--- config.mk ---
export PLATFORM = sky130hd
export DESIGN_NAME = gtog_front
export DESIGN_NICKNAME = d
export VERILOG_FILES = /design/src/rtl/core/gtog_pkg.sv /design/src/rtl/core/gtog_front.sv
export SDC_FILE = /design/constraint.sdc
export NUM_CORES = 2
export LEC_CHECK = 0
export BUFFER_PORTS_ARGS = -buffer_cell sky130_fd_sc_hd__clkbuf_2
export CORE_ASPECT_RATIO = 2
export CORE_MARGIN = 1.5
export CORE_UTILIZATION = 45
export CTS_BUF_LIST = sky130_fd_sc_hd__clkbuf_8
export DETAILED_ROUTE_END_ITERATION = 6
export GPL_TIMING_DRIVEN = 1
export HOLD_SLACK_MARGIN = 0.1
export SLEW_MARGIN = 15
export SYNTH_ARGS = -nofsm -noshare
export SYNTH_HDL_FRONTEND = slang
export SYNTH_SLANG_ARGS = --single-unit
export TNS_END_PERCENT = 100
--- constraint.sdc ---
create_clock -name clk -period 24 [get_ports clk]
set_clock_uncertainty 0.2 [all_clocks]
set_input_delay 4.8 -clock clk [delete_from_list [all_inputs] [get_ports clk]]
set_output_delay 4.8 -clock clk [all_outputs]
set_load 0.005 [all_outputs]
--- src/rtl/core/gtog_pkg.sv ---
// gtog_pkg: widths, fixed-point constants, profile and arctangent tables,
// and shared structs for the gear tooth outline generator
// no dependencies
package gtog_pkg;

  localparam int PROFILE_POINTS_DEF = 5;
  localparam int CORDIC_STAGES_DEF  = 20;

  localparam int CNT_W   = 10;
  localparam int WID_W   = 16;
  localparam int SCL_W   = 16;
  localparam int IDX_W   = 10;
  localparam int CRD_W   = 32;
  localparam int SEG_W   = 3;
  localparam int CIDX_W  = 2;
  localparam int PK_W    = 4;
  localparam int WN_W    = CNT_W + WID_W;
  localparam int DEN_W   = WN_W + 8;
  localparam int NUM_W   = DEN_W + 1;
  localparam int Q_W     = 32;
  localparam int DIV_N   = NUM_W + Q_W;
  localparam int RAD_W   = 32;
  localparam int R_W     = RAD_W + 1;
  localparam int MID_W   = RAD_W + 1;
  localparam int XY_W    = 36;
  localparam int Z_W     = 33;
  localparam int V_W     = 37;
  localparam int PROD_W  = V_W + SCL_W + 1;
  localparam int QDEPTH  = 4;
  localparam int QA_W    = 2;
  localparam int SETTLE  = 5;

  localparam logic [29:0] INV_TWO_PI = 30'd683565276;
  localparam logic [30:0] HALF_PI    = 31'd1686629713;
  localparam logic [29:0] GAIN       = 30'd652032874;
  localparam int          MID_OFFSET = 131072;
  localparam int          HALF_CM    = 32768;

  typedef enum logic [CIDX_W-1:0] {
    REG_COUNT = 2'd0,
    REG_WIDTH = 2'd1,
    REG_SCALE = 2'd2
  } cfg_reg_t;

  typedef struct packed {
    logic [WID_W-1:0] wid;
    logic [DEN_W-1:0] den;
    logic [RAD_W-1:0] rad;
    logic [MID_W-1:0] mid;
    logic [SCL_W-1:0] scl;
    logic [CRD_W-1:0] lo;
    logic [CRD_W-1:0] hi;
  } derived_t;

  typedef struct packed {
    logic [PK_W-1:0]  k;
    logic [CRD_W-1:0] x;
    logic [CRD_W-1:0] y;
  } point_t;

  function automatic logic [16:0] prof_x(input logic [PK_W-1:0] k);
    logic [16:0] v;
    case (k)
      4'd0:    v = 17'd0;
      4'd1:    v = 17'd13107;
      4'd2:    v = 17'd45875;
      4'd3:    v = 17'd58982;
      default: v = 17'd91750;
    endcase
    return v;
  endfunction

  function automatic logic [15:0] prof_y(input logic [PK_W-1:0] k);
    logic [15:0] v;
    case (k)
      4'd1:    v = 16'd32768;
      4'd2:    v = 16'd32768;
      default: v = 16'd0;
    endcase
    return v;
  endfunction

  function automatic logic [Z_W-1:0] atan_entry(input int i);
    logic [Z_W-1:0] v;
    case (i)
      0:       v = 33'd843314856;
      1:       v = 33'd497837829;
      2:       v = 33'd263043836;
      3:       v = 33'd133525158;
      4:       v = 33'd67021686;
      5:       v = 33'd33543515;
      6:       v = 33'd16775850;
      7:       v = 33'd8388437;
      8:       v = 33'd4194282;
      9:       v = 33'd2097149;
      default: v = (i <= 30) ? ((33'd1 << (30 - i)) - 33'd1) : 33'd0;
    endcase
    return v;
  endfunction

  // round by 1/256 and clamp to 32-bit signed
  function automatic logic [CRD_W-1:0] scale_sat(input logic signed [PROD_W-1:0] p);
    logic signed [PROD_W-1:0] t;
    logic signed [PROD_W-1:0] sat_hi;
    logic signed [PROD_W-1:0] sat_lo;
    logic [CRD_W-1:0] v;
    sat_hi = PROD_W'(64'sh7fffffff);
    sat_lo = -sat_hi - PROD_W'(64'sd1);
    t = (p + PROD_W'(64'sd128)) >>> 8;
    if (t > sat_hi) begin
      v = 32'h7fffffff;
    end else if (t < sat_lo) begin
      v = 32'h80000000;
    end else begin
      v = t[CRD_W-1:0];
    end
    return v;
  endfunction

endpackage

--- src/rtl/core/gtog_front.sv ---
// gtog_front: configuration registers, derived gear constants and the
// tooth index queue; uses gtog_pkg
module gtog_front
  import gtog_pkg::*;
(
  input  logic                 clk,
  input  logic                 rst_n,
  input  logic                 cfg_valid,
  output logic                 cfg_ready,
  input  logic [CIDX_W-1:0]    cfg_index,
  input  logic [15:0]          cfg_data,
  input  logic                 in_tvalid,
  output logic                 in_tready,
  input  logic [15:0]          in_tdata,
  output logic                 q_valid,
  output logic [IDX_W-1:0]     q_index,
  input  logic                 q_pop,
  output derived_t             dv
);

  logic [CNT_W-1:0]   count_r;
  logic [WID_W-1:0]   width_r;
  logic [SCL_W-1:0]   scale_r;
  logic [2:0]         settle_r;
  logic [WN_W-1:0]    wn_r;
  logic [RAD_W-1:0]   rad_r;
  logic [MID_W-1:0]   mid_r;
  logic [49:0]        lo_p_r;
  logic [49:0]        hi_p_r;
  logic [CRD_W-1:0]   lo_r;
  logic [CRD_W-1:0]   hi_r;
  logic [WN_W+29:0]   rad_p;
  logic [RAD_W-1:0]   rad_nxt;
  logic [MID_W:0]     lo_v;
  logic [MID_W:0]     hi_v;
  logic               cfg_xfer;
  logic               push;
  logic [IDX_W-1:0]   qmem [QDEPTH];
  logic [QA_W-1:0]    wr_r;
  logic [QA_W-1:0]    rd_r;
  logic [QA_W:0]      cnt_r;

  assign cfg_ready = 1'b1;
  assign cfg_xfer  = cfg_valid && cfg_ready;

  always_ff @(posedge clk) begin
    if (!rst_n) begin
      count_r  <= CNT_W'(8);
      width_r  <= WID_W'(358);
      scale_r  <= SCL_W'(256);
      settle_r <= 3'(SETTLE);
    end else begin
      if (cfg_xfer) begin
        settle_r <= 3'(SETTLE);
        case (cfg_index)
          REG_COUNT: count_r <= cfg_data[CNT_W-1:0];
          REG_WIDTH: width_r <= cfg_data[WID_W-1:0];
          REG_SCALE: scale_r <= cfg_data[SCL_W-1:0];
          default: ;
        endcase
      end else if (settle_r != 3'd0) begin
        settle_r <= settle_r - 3'd1;
      end
    end
  end

  // derived constants, four register steps
  assign rad_p   = wn_r * INV_TWO_PI;
  assign rad_nxt = RAD_W'((rad_p + (WN_W+30)'(1 << 23)) >> 24);
  assign lo_v    = (MID_W+1)'(mid_r) - (MID_W+1)'(HALF_CM);
  assign hi_v    = (MID_W+1)'(mid_r) + (MID_W+1)'(HALF_CM);

  always_ff @(posedge clk) begin
    wn_r   <= count_r * width_r;
    rad_r  <= rad_nxt;
    mid_r  <= MID_W'(rad_nxt) + MID_W'(MID_OFFSET);
    lo_p_r <= lo_v * scale_r;
    hi_p_r <= hi_v * scale_r;
    lo_r   <= scale_sat($signed(PROD_W'(lo_p_r)));
    hi_r   <= scale_sat($signed(PROD_W'(hi_p_r)));
  end

  assign dv.wid = width_r;
  assign dv.den = {wn_r, 8'd0};
  assign dv.rad = rad_r;
  assign dv.mid = mid_r;
  assign dv.scl = scale_r;
  assign dv.lo  = lo_r;
  assign dv.hi  = hi_r;

  // tooth index queue
  assign in_tready = (cnt_r != (QA_W+1)'(QDEPTH)) && (settle_r == 3'd0);
  assign push      = in_tvalid && in_tready;
  assign q_valid   = (cnt_r != '0);
  assign q_index   = qmem[rd_r];

  always_ff @(posedge clk) begin
    if (push) begin
      qmem[wr_r] <= in_tdata[IDX_W-1:0];
    end
  end

  always_ff @(posedge clk) begin
    if (!rst_n) begin
      wr_r  <= '0;
      rd_r  <= '0;
      cnt_r <= '0;
    end else begin
      if (push) begin
        wr_r <= wr_r + QA_W'(1);
      end
      if (q_pop) begin
        rd_r <= rd_r + QA_W'(1);
      end
      cnt_r <= cnt_r + (QA_W+1)'(push) - (QA_W+1)'(q_pop);
    end
  end

  assert property (@(posedge clk) disable iff (!rst_n) cnt_r <= (QA_W+1)'(QDEPTH))
    else $error("queue count overflow");
  assert property (@(posedge clk) disable iff (!rst_n) q_pop |-> q_valid)
    else $error("pop from empty queue");
  assert property (@(posedge clk) disable iff (!rst_n) cfg_xfer |=> !in_tready)
    else $error("input open while constants settle");

endmodule

== Yosys cells after proc, flatten, opt, wreduce, memory -nomap -nowiden ==
Memory sizes are Yosys's and may differ from the RTL's. A register that Yosys moved wholly into a read port is not among the register bits.
Cells that the tools add are included.

* Add/sub/neg operators: 11
* $mul: 4
* Divide/modulo/power cells: 0
* Order comparisons: 4
* Equality and inequality tests: 3
* Shifts and indexed selects: 0
* Multiplexer cells: 6
* Bitwise operators: 1
* Reduce and logical (&&, ||, !) cells: 10

{| class="wikitable"
|+ Operators by type and width
! operator !! count
|-
| $add 50x8->51 const B || 2
|-
| $mul 34x16->50 || 2
|-
| $lt 44x32->1 const B || 2
|-
| $gt 43x31->1 const B || 2
|-
| $mux 32 || 2
|-
| $add 56x24->56 const B || 1
|-
| $mul 26x28->54 const B || 1
|-
| $add 33x16->34 const B || 1
|-
| $sub 33x16->34 const B || 1
|-
| $add 32x18->33 const B || 1
|-
| $mul 10x16->26 || 1
|-
| $reduce_and 2->1 || 3
|-
| $reduce_bool 3->1 || 2
|-
| $add 2x1->2 const B || 2
|-
| $mux 2 || 2
|-
| $add 3x1->3 || 1
|-
| $logic_not 3->1 || 1
|-
| $ne 3x3->1 const B || 1
|-
| $sub 3x1->3 || 1
|-
| $sub 3x1->3 const B || 1
|-
| $eq 2x1->1 const B || 1
|-
| $eq 2x2->1 const B || 1
|-
| $logic_and 1x1->1 || 2
|-
| $logic_not 2->1 || 1
|-
| 3 further kinds || 4
|}

* Register bits after elaboration: 307
* Bits in latches: 0
* RAM bits: 40
* Memory bits (read-only): 0
* Output and inout port bits: 208
* Logic and storage cells: 54
* Memories kept: 1

{| class="wikitable"
|+ Memory list
! memory !! depth !! width !! read ports !! clocked after memory_dff !! wr ports !! line !! RTL
|-
| qmem || 4 || 10 || 1 || 1 || 1 || gtog_front.sv:38 || <nowiki>logic [IDX_W-1:0] qmem [QDEPTH];</nowiki>
|}

== Longest topological paths before layout ==
* Depth after elaboration: 5
* Mapped depth: 33
* Depth with buffers taken out: 33

== Worst setup path after synthesis ==
Ideal clock, no wire load.

* Kind: reg-to-reg
* Start: register wn_r[9]
* End: register mid_r[29]
* Data arrival time: 7.719 ns
* Slack: 15.960 ns
* Cell stages (with the launch flop): 27
* Path buffers: 0
* Cells stage by stage: dfxtp_1 inv_1 fa_1 fa_1 fa_1 fa_1 inv_1 fa_1 inv_1 fa_1 fa_1 inv_1 ha_1 a21oi_1 o21ai_0 a21o_1 a22o_1 or3_1 o21ai_1 xnor2_2 nand3_1 nor4_2 mux2i_1 xor2_1 nor4_4 a21bo_1 xnor2_1

* Longest elaborated chain between the ends: 3

{| class="wikitable"
|+ Ends and longest elaborated chain
! what !! line !! RTL
|-
| start, declared || gtog_front.sv:25 || <nowiki>logic [WN_W-1:0] wn_r;</nowiki>
|-
| start signal, assigned || gtog_front.sv:74 || <nowiki>wn_r <= count_r * width_r;</nowiki>
|-
| $mul 26x28->54 || gtog_front.sv:68 || <nowiki>assign rad_p = wn_r * INV_TWO_PI;</nowiki>
|-
| $add 56x24->56 || gtog_front.sv:69 || <nowiki>assign rad_nxt = RAD_W'((rad_p + (WN_W+30)'(1 << 23)) >> 24);</nowiki>
|-
| $add 32x18->33 || gtog_front.sv:76 || <nowiki>mid_r <= MID_W'(rad_nxt) + MID_W'(MID_OFFSET);</nowiki>
|-
| end signal, assigned || gtog_front.sv:76 ||
|-
| end, declared || gtog_front.sv:27 || <nowiki>logic [MID_W-1:0] mid_r;</nowiki>
|}

Every way passes these cells.
A chain may end at the register's enable or synchronous reset.

== Worst setup path after layout ==
* Start: register wn_r[4]
* End: register mid_r[29]

* Longest elaborated chain between the ends: 3

{| class="wikitable"
|+ Ends and longest elaborated chain
! what !! line !! RTL
|-
| $mul 26x28->54 || gtog_front.sv:68 ||
|-
| $add 56x24->56 || gtog_front.sv:69 ||
|-
| net rad_nxt[17] || gtog_front.sv:33 || <nowiki>logic [RAD_W-1:0] rad_nxt;</nowiki>
|-
| $add 32x18->33 || gtog_front.sv:76 ||
|}

The timed path passes the listed nets, and every way through them passes these cells.

==> results.txt <==
Synth top area share - 40.1%
number of flops mapped to enable cells by yosys - 40
# hold bufs at CTS - 0
Top delay family on crit path - adder cells
num ports - 247
Post-Syn Area - 0.0552 mm²
max cap viols - 0
CTS buffer count - 50
Setup TNS - 0 ps
Tot GR Track Use - 27.2%
Final Max Tran Viols - 0
post_cts resized - 0
RSZ-0062 raised after global routing - false
gpl congestion - 0.918
Clock Sinks - 309
row count - 181
Slew headroom - 19.1%
first-pass GRT wire length - 256000 µm
Core Region - 0.122 mm²
area delta synth->final - 7.24%
Post-synth top cells - inv_1, fa_1, nand2_1
initial core utilization - 45.4%
Compound-Gate Fraction of Synth Area - 4.74%
post-synthesis cell count - 5943
Final ANT Viol Nets - 0
Setup Crit Path Kind - flop to flop
Crit path top cell by count - fa_1
post-route setup slack - 14230 ps
DP Wirelength - 133000 µm
die height - 498 µm
Slowest cell on crit path - dfxtp_1
Yosys cell types - 99
GRT Residual Overflow - 0
status - finished, final reports clean
Area contributors post-synth - fa_1, ha_1, dfxtp_1, inv_1, nand2_1
simple-gate area share of the yosys netlist - 15.3%
final worst path period need - 9770 ps
drt first-iter violations - 1980
share of cells above drive strength 1 - 8.21%
largest family of logic cells by synthesized area - adder cells
clk buf depth - 3
Worst-Skew Late Latency - 780 ps
f_max - 102 MHz
Startpoint Class - flop
DR DRC count - 0
Port Buffer Count - 231
leading area contributor after synthesis - fa_1
CP peak stage delay - 880 ps
top_reg_cell synth - dfxtp_1
CTS tree - yes
TritonRoute pass-1 iters - 7
Reg clk slew, reported paths - 70 ps
H-Tree Depth - 2
setup bufs post-CTS - 0
final net count - 7771
adder-cell share of the synthesized area - 52.7%
WP buf/inv - 4
Critical Path RT - 24440 ps
average wire per standard cell - 21.6 µm
top-count cell post-synth - inv_1
vias per cell - 5.36
worst-path fanout max - 10
DRT Wirelength - 165000 µm
syn_area_per_cell - 9.29 µm²
Setup Viol. Count Final - 0
final hold violation count - 0
crit path DAT - 10210 ps
worst-margin pin slew - 1200 ps
pre-CTS setup slack - 14280 ps
Die X - 251 µm
final period utilization - 40.7%
Async SR Flop Fraction - 0%
post-synthesis xor/xnor area fraction - 4.04%
Vias - 41112
Yosys Warn Count - 0
sequential area share after synthesis - 11.9%
CP endpoint kind - flop
FF+latch count, synth - 309
post-synthesis mux area share - 0.662%
largest net degree at the start of global routing - 54
die area - 0.125 mm²
CTS root buffer - clkbuf_8
vias in the first global route - 45704
initial antenna violation count - 3
Hold Path Class - flop to flop
[worst paths after layout]
check	startpoint	to	slack (ps)	cells past startpoint
max	wn_r[4]	mid_r[29]	14230	28
min	lo_p_r[19]	lo_r[11]	250	2
min reg2reg	lo_p_r[19]	lo_r[11]	250	2
max reg2reg	wn_r[4]	mid_r[29]	14230	28
[registers in the layout (all words and copies together) (netlist names), named ones only]
signal,count
hi_r,32
settle_r,3
cnt_r,3
rad_r,15
scale_r,16
lo_r,32
lo_p_r,34
qmem,40
hi_p_r,43
count_r,10
wn_r,26
mid_r,33
width_r,16
wr_r,2
rd_r,2
[stage by stage]
step	hold WS [ps]	cells	util, %	area, µm²
floorplan	251	5952	-	55200
global placement	264	7576	47.7	58000
detailed placement	275	7576	47.7	58000
CTS	252	7670	48.7	59200
global route	287	7671	48.7	59200
finish	252	7672	48.7	59200
[tightest hold or removal path, cell delays in order, from the launching register on]
cell	delay, ps
dfxtp_1	350
xor2_1	70
nand2_1	60
[cells by family (layout without fill, tap and decap cells)]
logic type / after synthesis / after routing
adder cells (fa/ha/maj): 1659 / 1659
flip-flops: 309 / 309
AND/OR/NAND/NOR: 1781 / 1781
buffers and inverters: 1533 / 1696
multiplexers: 24 / 24
AO/OA/AOI/OAI: 384 / 384
XOR/XNOR: 251 / 251
other: 2 / 13
[metal layers]
| layer | global-route usage (%) | routed length [µm] | share of wire, % | up-vias |
|---|---|---|---|---|
| met2 | 52.3 | 90300 | 55 | 1395 |
| met3 | 3.49 | 8500 | 5.1 | 577 |
| li1 | - | - | - | 18164 |
| met1 | 26.9 | 53800 | 33 | 20976 |
| met4 | 18.1 | 12800 | 7.7 | 0 |
| met5 | 0 | 0 | 0 | - |
[layout make-up]
class	instances	area [µm²]
well taps	1555	1950
clock inverters	33	309
flip-flops and latches	309	6610
inverters	1286	4830
fillers	11635	62400
clock buffers	61	840
repair buffers	316	1790
multi-input cells	4110	42900
diodes	2	5.00
[cells in the final DEF, fill, tap and decap left out, types with 39 or more instances in the layout]
master,Yosys,layout
a21o_1,45,45
a21oi_1,101,100
and2_1,321,321
and3_1,39,39
buf_4,28,85
clkbuf_2,0,231
clkbuf_8,0,61
dfxtp_1,269,255
edfxtp_1,40,40
fa_1,1106,1106
ha_1,553,553
inv_1,1285,1296
nand2_1,932,932
nand3_1,75,75
nor2_1,165,163
nor2b_1,43,43
nor3_1,55,55
o21ai_0,54,54
xnor2_1,149,145
xor2_1,98,93
Power is not shown: default switching activity piles up to over one toggle a cycle in this logic, so the estimate is an artifact.
