$ cat src/rtl/core/gtog_pkg.sv
// gtog_pkg: widths, fixed-point constants, profile and arctangent tables,
// and shared structs for the gear tooth outline generator
// no dependencies
package gtog_pkg;

  localparam int PROFILE_POINTS_DEF = 5;
  localparam int CORDIC_STAGES_DEF  = 20;

  localparam int CNT_W   = 10;
  localparam int WID_W   = 16;
  localparam int SCL_W   = 16;
  localparam int IDX_W   = 10;
  localparam int CRD_W   = 32;
  localparam int SEG_W   = 3;
  localparam int CIDX_W  = 2;
  localparam int PK_W    = 4;
  localparam int WN_W    = CNT_W + WID_W;
  localparam int DEN_W   = WN_W + 8;
  localparam int NUM_W   = DEN_W + 1;
  localparam int Q_W     = 32;
  localparam int DIV_N   = NUM_W + Q_W;
  localparam int RAD_W   = 32;
  localparam int R_W     = RAD_W + 1;
  localparam int MID_W   = RAD_W + 1;
  localparam int XY_W    = 36;
  localparam int Z_W     = 33;
  localparam int V_W     = 37;
  localparam int PROD_W  = V_W + SCL_W + 1;
  localparam int QDEPTH  = 4;
  localparam int QA_W    = 2;
  localparam int SETTLE  = 5;

  localparam logic [29:0] INV_TWO_PI = 30'd683565276;
  localparam logic [30:0] HALF_PI    = 31'd1686629713;
  localparam logic [29:0] GAIN       = 30'd652032874;
  localparam int          MID_OFFSET = 131072;
  localparam int          HALF_CM    = 32768;

  typedef enum logic [CIDX_W-1:0] {
    REG_COUNT = 2'd0,
    REG_WIDTH = 2'd1,
    REG_SCALE = 2'd2
  } cfg_reg_t;

  typedef struct packed {
    logic [WID_W-1:0] wid;
    logic [DEN_W-1:0] den;
    logic [RAD_W-1:0] rad;
    logic [MID_W-1:0] mid;
    logic [SCL_W-1:0] scl;
    logic [CRD_W-1:0] lo;
    logic [CRD_W-1:0] hi;
  } derived_t;

  typedef struct packed {
    logic [PK_W-1:0]  k;
    logic [CRD_W-1:0] x;
    logic [CRD_W-1:0] y;
  } point_t;

  function automatic logic [16:0] prof_x(input logic [PK_W-1:0] k);
    logic [16:0] v;
    case (k)
      4'd0:    v = 17'd0;
      4'd1:    v = 17'd13107;
      4'd2:    v = 17'd45875;
      4'd3:    v = 17'd58982;
      default: v = 17'd91750;
    endcase
    return v;
  endfunction

  function automatic logic [15:0] prof_y(input logic [PK_W-1:0] k);
    logic [15:0] v;
    case (k)
      4'd1:    v = 16'd32768;
      4'd2:    v = 16'd32768;
      default: v = 16'd0;
    endcase
    return v;
  endfunction

  function automatic logic [Z_W-1:0] atan_entry(input int i);
    logic [Z_W-1:0] v;
    case (i)
      0:       v = 33'd843314856;
      1:       v = 33'd497837829;
      2:       v = 33'd263043836;
      3:       v = 33'd133525158;
      4:       v = 33'd67021686;
      5:       v = 33'd33543515;
      6:       v = 33'd16775850;
      7:       v = 33'd8388437;
      8:       v = 33'd4194282;
      9:       v = 33'd2097149;
      default: v = (i <= 30) ? ((33'd1 << (30 - i)) - 33'd1) : 33'd0;
    endcase
    return v;
  endfunction

  // round by 1/256 and clamp to 32-bit signed
  function automatic logic [CRD_W-1:0] scale_sat(input logic signed [PROD_W-1:0] p);
    logic signed [PROD_W-1:0] t;
    logic signed [PROD_W-1:0] sat_hi;
    logic signed [PROD_W-1:0] sat_lo;
    logic [CRD_W-1:0] v;
    sat_hi = PROD_W'(64'sh7fffffff);
    sat_lo = -sat_hi - PROD_W'(64'sd1);
    t = (p + PROD_W'(64'sd128)) >>> 8;
    if (t > sat_hi) begin
      v = 32'h7fffffff;
    end else if (t < sat_lo) begin
      v = 32'h80000000;
    end else begin
      v = t[CRD_W-1:0];
    end
    return v;
  endfunction

endpackage

$ cat src/rtl/core/gtog_back.sv
// gtog_back: pairs consecutive profile points into segments, inserts the
// centre cross and holds the output register; uses gtog_pkg
module gtog_back
  import gtog_pkg::*;
#(
  parameter int PROFILE_POINTS = PROFILE_POINTS_DEF
)
(
  input  logic               clk,
  input  logic               rst_n,
  input  logic               tail_valid,
  input  point_t             tail,
  input  derived_t           dv,
  output logic               take,
  output logic               out_tvalid,
  input  logic               out_tready,
  output logic [127:0]       out_tdata,
  output logic [SEG_W-1:0]   out_tuser,
  output logic               out_tlast
);

  logic               load;
  logic               first;
  logic               cross_r;
  logic               out_v_r;
  logic [127:0]       data_r;
  logic [SEG_W-1:0]   seg_r;
  logic               last_r;
  logic [CRD_W-1:0]   prev_x_r;
  logic [CRD_W-1:0]   prev_y_r;
  logic [PK_W-1:0]    prev_k_r;

  assign load  = !out_v_r || out_tready;
  assign first = (tail.k == '0);
  assign take  = tail_valid && load && (!first || cross_r);

  always_ff @(posedge clk) begin
    if (!rst_n) begin
      out_v_r <= 1'b0;
      cross_r <= 1'b0;
    end else if (load) begin
      out_v_r <= tail_valid;
      if (tail_valid && first) begin
        cross_r <= !cross_r;
      end
    end
  end

  always_ff @(posedge clk) begin
    if (load && tail_valid) begin
      if (first && !cross_r) begin
        data_r <= {dv.hi, dv.hi, dv.lo, dv.lo};
        seg_r  <= SEG_W'(0);
        last_r <= 1'b0;
      end else if (first) begin
        data_r <= {dv.hi, dv.lo, dv.lo, dv.hi};
        seg_r  <= SEG_W'(1);
        last_r <= 1'b0;
      end else begin
        data_r <= {tail.y, tail.x, prev_y_r, prev_x_r};
        seg_r  <= SEG_W'(tail.k + PK_W'(1));
        last_r <= (tail.k == PK_W'(PROFILE_POINTS - 1));
      end
    end
    if (take) begin
      prev_x_r <= tail.x;
      prev_y_r <= tail.y;
      prev_k_r <= tail.k;
    end
  end

  assign out_tvalid = out_v_r;
  assign out_tdata  = data_r;
  assign out_tuser  = seg_r;
  assign out_tlast  = last_r;

  assert property (@(posedge clk) disable iff (!rst_n)
    cross_r |-> tail_valid && (tail.k == '0))
    else $error("first point lost while cross pending");
  assert property (@(posedge clk) disable iff (!rst_n)
    out_tvalid && out_tlast |-> out_tuser == SEG_W'(PROFILE_POINTS))
    else $error("wrong number on final segment");
  assert property (@(posedge clk) disable iff (!rst_n)
    take && (tail.k != '0) |-> prev_k_r == tail.k - PK_W'(1))
    else $error("profile points out of order");

endmodule
$ cat config.mk
export PLATFORM = sky130hd
export DESIGN_NAME = gtog_back
export DESIGN_NICKNAME = d
export VERILOG_FILES = /design/src/rtl/core/gtog_pkg.sv /design/src/rtl/core/gtog_back.sv
export SDC_FILE = /design/constraint.sdc
export NUM_CORES = 1
export LEC_CHECK = 0
export ABC_AREA = 1
export ABC_CLOCK_PERIOD_IN_PS = 10700
export BUFFER_PORTS_ARGS = -buffer_cell sky130_fd_sc_hd__buf_2
export CAP_MARGIN = 40
export CORE_AREA = 5 5 152 154
export DETAILED_ROUTE_END_ITERATION = 10
export DIE_AREA = 0 0 157 159
export GPL_TIMING_DRIVEN = 0
export PLACE_DENSITY = 0.68
export SLEW_MARGIN = 40
export SYNTH_ARGS = -nofsm -noshare
export SYNTH_HDL_FRONTEND = slang
export SYNTH_SLANG_ARGS = --single-unit
$ cat constraint.sdc
create_clock -name clk -period 10.7 [get_ports clk]
set_clock_uncertainty 0.1 [all_clocks]
set_input_delay 0.535 -clock clk [delete_from_list [all_inputs] [get_ports clk]]
set_output_delay 0.535 -clock clk [all_outputs]
set_load 0.01 [all_outputs]
# [Word level (Yosys, flattened, before mapping)]
# Cells that the tools add are included.
# Widths: inputs -> output; s select.
[word_totals] elab_cells=25 latchBits=0 inputBits=267 mem_count=0 ramBits=0 romBits=0 reg_bits=198
[op_classes] n_eq_ne=1 div=0 n_bitwise=0 n_lt_le_gt_ge=0 n_shift=0 reduce_logical=12 add_sub_neg=1 mux=3 mul=0
[ops] operator="$mux 128" count=2
[ops] operator="$eq 4x3->1 const B" count=1
[ops] operator="$logic_and 1x1->1" count=4
[ops] operator="$logic_not 4->1" count=1
[ops] operator="$add 3x1->3 const B" count=1
[ops] operator="$logic_not 1->1" count=3
[ops] operator="$logic_or 1x1->1" count=2
[ops] operator="$reduce_and 2->1" count=1
[ops] operator="$reduce_or 2->1" count=1
[ops] operator="$mux 1" count=1

# [Depth between registers and ports, before layout]
# Gate-level depths: netlist of run 1.
[depth] word_depth=4 mapped_depth=8 mapped_depth_nobuf=7

# [Least setup slack after synthesis of run 1]
# OpenSTA, ideal clock, no wires.
[synth_path] path_kind="in2out" startpoint="input tail_valid" endpoint="output take" path_buffers=0 path_stages=4 setup_slack_ns=1.282 arrival_time_ns=8.783 cell_sequence="inv_1 > a21oi_1 > nand2_1 > inv_1"
[synth_between] elab_chain_len=2
[synth_lines] element="from (decl)" line="gtog_back.sv:11" rtl="input logic tail_valid,"
[synth_lines] element="$logic_and 1x1->1 (2 in series)" line="gtog_back.sv:35" rtl="assign take = tail_valid && load && (!first || cross_r);"
[synth_lines] element="to (decl)" line="gtog_back.sv:14" rtl="output logic take,"
# Every way passes these cells.

# [Worst setup path in the final report of run 1]
[layout_path] startpoint="register out_v_r, in the netlist out_tvalid" endpoint="output take"
[layout_between] elab_chain_len=4
[layout_lines] element="from (decl)" line="gtog_back.sv:25" rtl="logic out_v_r;"
[layout_lines] element="from (signal assigned)" line="gtog_back.sv:42" rtl="out_v_r <= tail_valid;"
[layout_lines] element="$logic_not 1->1" line="gtog_back.sv:33" rtl="assign load = !out_v_r || out_tready;"
[layout_lines] element="$logic_or 1x1->1" line="gtog_back.sv:33"
[layout_lines] element="$logic_and 1x1->1 (2 in series)" line="gtog_back.sv:35"
# Every way passes these cells.

==> impl_metrics.yaml, run 1 <==
clock_network:
  number_of_buffers_inserted_to_repair_setup_after_cts: 0
  cts-hold-fix-buffers: 0
  clock_sinks: 198
  cts_tree: "done"
  worst_case_clock_buffer_depth: 2
  clk_root_buffer_cell: "sky130_fd_sc_hd__clkbuf_16"
  cts_repair_resize_count: 0
  clkLatencyLatePin_ns: 0.43
  clkTransAtPathRegs_ns: 0.08
  htreeDepth: 4
  numCtsBuffers: 17
setup_path:
  critical_path_required_ns: 10.07
  timing.critical_path.to_type: "primary output"
  critPathMaxFanout: 19
  worst_setup_path_startpoint: "out_tvalid$_SDFFE_PN0N_"
  crit_path_start_kind: "register"
  worst-r2r-cell-count: 5
  r2r_end: "prev_x_r[22]$_DFFE_PP_"
  worstReg2RegStart: "out_tvalid$_SDFFE_PN0N_"
  timing.critical_path.arrival_ns: 1.94
  ff2ff_setup_slack_ns: 8.64
  critPathCapture: "take"
  timing_worst_setup_path_type: "register to primary output"
pwr:
  sw_frac_of_total: 0.2537
  ir_worst_vdd_uv: 99.61
  combinationalPowerShare: 0.107
  netSwitchingPower_uw: 438.3
  clock_power_share: 0.357
  p_per_area_mw_per_mm2: 163.2
  power.static_leakage_uw: 0.004649
  internal-power_uw: 1289
  p_seq_frac: 0.536
synth:
  synth.avg_cell_area_um2: 11.36
  netlist_instances: 717
  flops_latches_synth: 198
  netlist_area_mm2: 0.008148
  synth_top_area_cell: "sky130_fd_sc_hd__edfxtp_1"
  synth-edff-count: 196
  ys_async_sr_fraction: 0
  synth_most_common_cell: "sky130_fd_sc_hd__nand2_1"
  synthFlopType: "sky130_fd_sc_hd__edfxtp_1"
  yosys_warnings: 0
  synth.lib_cells_used.distinct: 19
  area_share_of_the_largest_cell_type_after_synthesis: 0.7224
  yosysSeqAreaShare: 0.7273
  yosys-top-cells-area: "sky130_fd_sc_hd__edfxtp_1, sky130_fd_sc_hd__nand2_1, sky130_fd_sc_hd__nand3_1"
  syn_nets: 986
  synth.cells.most_frequent: "sky130_fd_sc_hd__nand2_1, sky130_fd_sc_hd__edfxtp_1, sky130_fd_sc_hd__nand3_1"
route:
  drc_violation_count_after_routing: 0
  firstDrtPassIters: 5
  via_count: 6521
  drt-wirelength-per-cell_um: 20.02
  route.detailed.vias_per_inst: 4.985
  finalWirelength_um: 26180
  detailedRoute.firstIterationViolations: 462
  postRouteAntennaNets: 0
floorplan:
  std_cell_rows: 54
  dieWidth_um: 157
  starting_utilization_of_the_core_area: 0.3780
  dieHeight_um: 159
  floorplan.die_area_mm2: 0.02496
  floorplan.io_pins: 401
  fp.coreArea_mm2: 0.02155
timing:
  tightest_slew_margin_relative_to_the_limit: 0.5441
  timing_hold_violations_final: 0
  worstMarginPinSlew_ns: 0.6838
  rsz0062_at_grt: "false"
  tns_ns: 0
  setup_viol_count_final: 0
  worst_slack_ns: 8.121
  achievable-frequency_mhz: 387.8
  holdWs_ns: 0.1898
  timing.final.crit_share: 0.2410
  maxSlewViolCount: 0
  post-route-min-period_ns: 2.579
placed_design:
  placement.setup.worst_slack_ns: 8.084
  number_of_input_and_output_port_buffers_inserted: 269
  detailedPlacementHpwl_um: 19160
  place_congestion: 0.8334
  place_inst: 1276
global_route:
  grt-ovfl-total: 0
  grt_pass1_vias: 6638
  grt_max_degree: 48
  grt_pass1_wl_um: 38740
  grt_antenna_before_repair: 5
  grt.total_usage: 0.2060
hold_path:
  worst_hold_path_type: "primary input to register"
job:
  cap_viol_max_count: 0
cells_and_area:
  multi_input_area_mm2: 0.001972
  nets: 1284
  seq_area_mm2: 0.005926
  filler_cell_count: 2014
  area_delta_synth_final_pct: 29.91
  post_route_cells_drive_above_1_share: 0.3427
  layout.cells.non_filler: 1308
run_status:
  outcome: "finished clean"
==> per-stage QoR <==
step / instance area [um^2] / total power, uW / utilization
2_1_floorplan: 8148 / 1028 / -
3_3_place_gp: 9844 / 1127 / 0.4568
3_5_place_dp: 10040 / 1130 / 0.4656
4_1_cts: 10580 / 1743 / 0.4910
5_1_grt: 10590 / 1793 / 0.4911
6_report: 10590 / 1728 / 0.4911
==> power by group through the flow <==
stage               Sequential (uW)  Combinational (uW)  Clock (uW)
floorplan                       970                57.5           0
global placement                955                 172           0
detailed placement              944                 186           0
CTS                             927                 187         630
global route                    930                 202         660
finish                          926                 184         618
==> metal layers <==
layer,wire (um),share of wire,global-route usage
met5,55,0.0021,0
met3,2788,0.11,0.07176
met4,512,0.020,0.06943
met1,11110,0.42,0.2782
met2,11710,0.45,0.3111
==> how the worst min path moves through the flow <==
stage / start / endpoint / slack, ns / cells past startpoint
2_1_floorplan: prev_y_r[0]$_DFFE_PP_ / out_tdata[32]$_DFFE_PP_ / 0.39 / 2
3_3_place_gp: out_tvalid$_SDFFE_PN0N_ / out_tvalid$_SDFFE_PN0N_ / 0.37 / 2
3_5_place_dp: prev_y_r[11]$_DFFE_PP_ / out_tdata[43]$_DFFE_PP_ / 0.40 / 2
4_1_cts: tail[35] / prev_x_r[3]$_DFFE_PP_ / 0.17 / 1
5_1_grt: tail[35] / prev_x_r[3]$_DFFE_PP_ / 0.16 / 1
6_report: tail[51] / prev_x_r[19]$_DFFE_PP_ / 0.19 / 1
==> state kept, by name, indices dropped and copies added (netlist names) <==
signal	count
out_tlast	1
out_tdata	128
prev_x_r	32
out_tuser	3
out_tvalid	1
cross_r	1
prev_y_r	32
==> area by class of cell <==
class | count | share of cell area
plain buffers | 42 | 0.02116
clock inverters | 13 | 0.01111
well taps | 280 | 0.03310
repair buffers | 279 | 0.1437
diodes | 1 | 0.0002364
multi-input cells | 467 | 0.1863
flip-flops and latches | 198 | 0.5598
inverters | 10 | 0.004019
clock buffers | 18 | 0.04054
==> cell usage in the layout (no fill, tap or decap), types with 2 or more instances in the layout <==
master	Yosys	layout
sky130_fd_sc_hd__nand2_1	324	324
sky130_fd_sc_hd__buf_2	29	298
sky130_fd_sc_hd__edfxtp_1	196	196
sky130_fd_sc_hd__nand3_1	129	129
sky130_fd_sc_hd__clkbuf_16	0	17
sky130_fd_sc_hd__inv_1	9	8
sky130_fd_sc_hd__buf_4	8	8
sky130_fd_sc_hd__buf_8	0	8
sky130_fd_sc_hd__nor2_1	4	4
sky130_fd_sc_hd__inv_8	0	4
sky130_fd_sc_hd__clkinv_4	0	4
sky130_fd_sc_hd__buf_1	3	3
sky130_fd_sc_hd__clkbuf_1	2	3
sky130_fd_sc_hd__inv_6	0	3
sky130_fd_sc_hd__ha_1	2	2
sky130_fd_sc_hd__clkinvlp_4	0	2
sky130_fd_sc_hd__dfxtp_1	2	2
sky130_fd_sc_hd__buf_16	0	2
==> worst max-delay path, cell delays in order (launching register included) <==
cell and delay [ns]:
sky130_fd_sc_hd__dfxtp_1 0.35, sky130_fd_sc_hd__a21oi_4 0.39, sky130_fd_sc_hd__buf_8 0.23, sky130_fd_sc_hd__nand2_1 0.13, sky130_fd_sc_hd__inv_6 0.22, sky130_fd_sc_hd__buf_2 0.18
==> logic make-up after synthesis <==
family | synth area share
buf+inv | 0.03209
simple gates | 0.2337
fa+ha+maj | 0.003071
xor+xnor | 0.001075
flops | 0.7273
compound gates | 0.002764
Note: power is estimated with default switching activity, not from simulation.
==> run 2, diff against run 1 <==
- ABC_CLOCK_PERIOD_IN_PS: 10700 -> 2400
- clock period: 10.7 -> 2.4 ns (I/O delays scaled with it)
==> run 2 against run 1 <==
Via count is 9.8% higher. Largest power group unchanged. Setup slack worse by 7.9 ns. Worst hold slack worse by 0.14 ns. Sequential share of layout area is 6.7 points lower. Global-route usage is 1.8 points higher. Final area is 14% higher. Flip-flop and latch count stayed put. Clock power grew to 4.4 times the previous value. First-iteration DRC count is 11% higher. Final cell count is 11% higher.
==> impl_metrics.yaml, run 2 (same netlist as run 1, synthesis figures left out) <==
global_route:
  grt-ovfl-total: 0
  grt_pass1_wl_um: 42910
  grt_max_degree: 21
  grt.total_usage: 0.2244
  grt_pass1_vias: 7433
  grt_antenna_before_repair: 1
cells_and_area:
  most_common_cell_after_layout_fill_and_taps_aside: "sky130_fd_sc_hd__nand2_1"
  nets: 1424
  layout.cells.most_common_list: "sky130_fd_sc_hd__nand2_1, sky130_fd_sc_hd__buf_2, sky130_fd_sc_hd__edfxtp_1, sky130_fd_sc_hd__dlygate4sd3_1, sky130_fd_sc_hd__nand3_1"
  largest_register_ffs: 128
  post_route_cells_drive_above_1_share: 0.3051
  antenna_cells_inserted: 0
  area_delta_synth_final_pct: 47.53
  layout.core_utilization: 0.5577
  filler_cell_count: 1789
  design_area_mm2: 0.01202
setup_path:
  crit_chain: "dlygate4sd3_1, buf_2, nor2_4, buf_1, nand3_1, nand3_1, dlygate4sd3_1"
  timing.critical_path.to_type: "register"
  timing_worst_setup_path_type: "primary input to register"
  crit_path_start_kind: "primary input"
  timing.critical_path.arrival_ns: 2.40
  worst_path_bufs_invs: 4
  cp_top_family: "buffers and inverters"
  critical_path_required_ns: 2.60
  timing.critical_path.slowest_stage_cell: "sky130_fd_sc_hd__buf_1"
  max_incr_delay_on_cp_ns: 0.55
  critPathMaxFanout: 10
route:
  drt-wirelength-per-cell_um: 19.43
  via_count: 7162
  route.detailed.vias_per_inst: 4.950
  firstDrtPassIters: 5
  drc_violation_count_after_routing: 0
  postRouteAntennaNets: 0
  finalWirelength_um: 28110
  detailedRoute.firstIterationViolations: 512
pwr:
  p_per_area_mw_per_mm2: 657.3
  power.static_leakage_uw: 0.005256
  ir_worst_vdd_uv: 431.1
floorplan:
  floorplan.io_pins: 401
  dieWidth_um: 157
  std_cell_rows: 54
  fp.coreArea_mm2: 0.02155
  starting_utilization_of_the_core_area: 0.3780
  floorplan.die_area_mm2: 0.02496
  dieHeight_um: 159
timing:
  tns_ns: 0
  worst_slack_ns: 0.2049
  post-route-min-period_ns: 2.195
  timing_hold_violations_final: 0
  tightest_slew_margin_relative_to_the_limit: 0.5152
  maxSlewViolCount: 0
  worstMarginPinSlew_ns: 0.7271
  setup_viol_count_final: 0
  achievable-frequency_mhz: 455.6
  timing.final.crit_share: 0.9146
  rsz0062_at_grt: "false"
run_status:
  outcome: "finished clean"
clock_network:
  clkLatencyLatePin_ns: 0.43
  numCtsBuffers: 17
  worst_case_clock_buffer_depth: 2
  clkTransAtPathRegs_ns: 0.08
  htreeDepth: 4
  clock_sinks: 198
  clk_root_buffer_cell: "sky130_fd_sc_hd__clkbuf_16"
  cts_tree: "done"
placed_design:
  detailedPlacementHpwl_um: 19270
  placed_cell_area_mm2: 0.01010
  place_congestion: 0.8216
  number_of_input_and_output_port_buffers_inserted: 269
  placement.setup.worst_slack_ns: 0.06587
job:
  cap_viol_max_count: 0
hold_path:
  worst_hold_path_type: "primary input to register"
-- run 2: worst paths after layout --
path	start	to	slack, ns	cells past startpoint
setup / recovery	tail[66]	out_tdata[70]$_DFFE_PP_	0.20	7
setup reg to reg	cross_r$_SDFFE_PN0P_	out_tdata[70]$_DFFE_PP_	0.24	5
hold reg to reg	prev_y_r[17]$_DFFE_PP_	out_tdata[49]$_DFFE_PP_	0.41	2
hold / removal	tail[64]	out_tuser[0]$_SDFFCE_PP0P_	0.05	4
-- run 2: layer usage --
| metal | up-vias | share of wire | GRT usage |
|---|---|---|---|
| met5 | - | 0.00025 | 0 |
| met4 | 2 | 0.013 | 0.05641 |
| met3 | 27 | 0.10 | 0.05980 |
| met2 | 375 | 0.47 | 0.3589 |
| met1 | 3423 | 0.42 | 0.3057 |
| li1 | 3335 | - | - |
-- run 2: final cells by class --
type                       count  area (um^2)  share of cell area
buffer                        42        224.0             0.01863
clock buffer                  19        432.9             0.03602
clock inverter                12        115.1            0.009576
inverter                      10        41.29            0.003435
multi-input combinational    467         1972              0.1640
sequential                   198         5927              0.4931
tap                          280        350.3             0.02915
timing repair buffer         419         2958              0.2461
-- run 2: where the power goes --
part | leakage (uW) | switching, uW | internal [uW]
Sequential | 0.00191 | 60.3 | 4080
Clock | 0.000269 | 1370 | 1370
Combinational | 0.00307 | 558 | 474
-- run 2: repair_timing --
item | CTS | global route
buffers inserted | 2 | 0
setup endpoints to repair | 1 | 0
gates resized for setup | 0 | 0
hold buffers | 136 | 0
endpoints found under the hold margin | 195 | 0
-- run 2: through the flow --
step	power (uW)	cells	hold WS, ns
6_report	7901	1447	0.04567
3_3_place_gp	4992	1266	0.2107
2_1_floorplan	4561	717	0.1189
5_1_grt	8181	1447	0.06580
3_5_place_dp	5054	1278	0.2132
4_1_cts	7945	1447	0.02859
-- run 2: worst reg2reg max path: cells and delay by family, from the launching register on --
kind                   cells  cell delay (ns)
buffers and inverters      3             1.27
flip-flops                 1             0.38
AND/OR/NAND/NOR            2             0.27
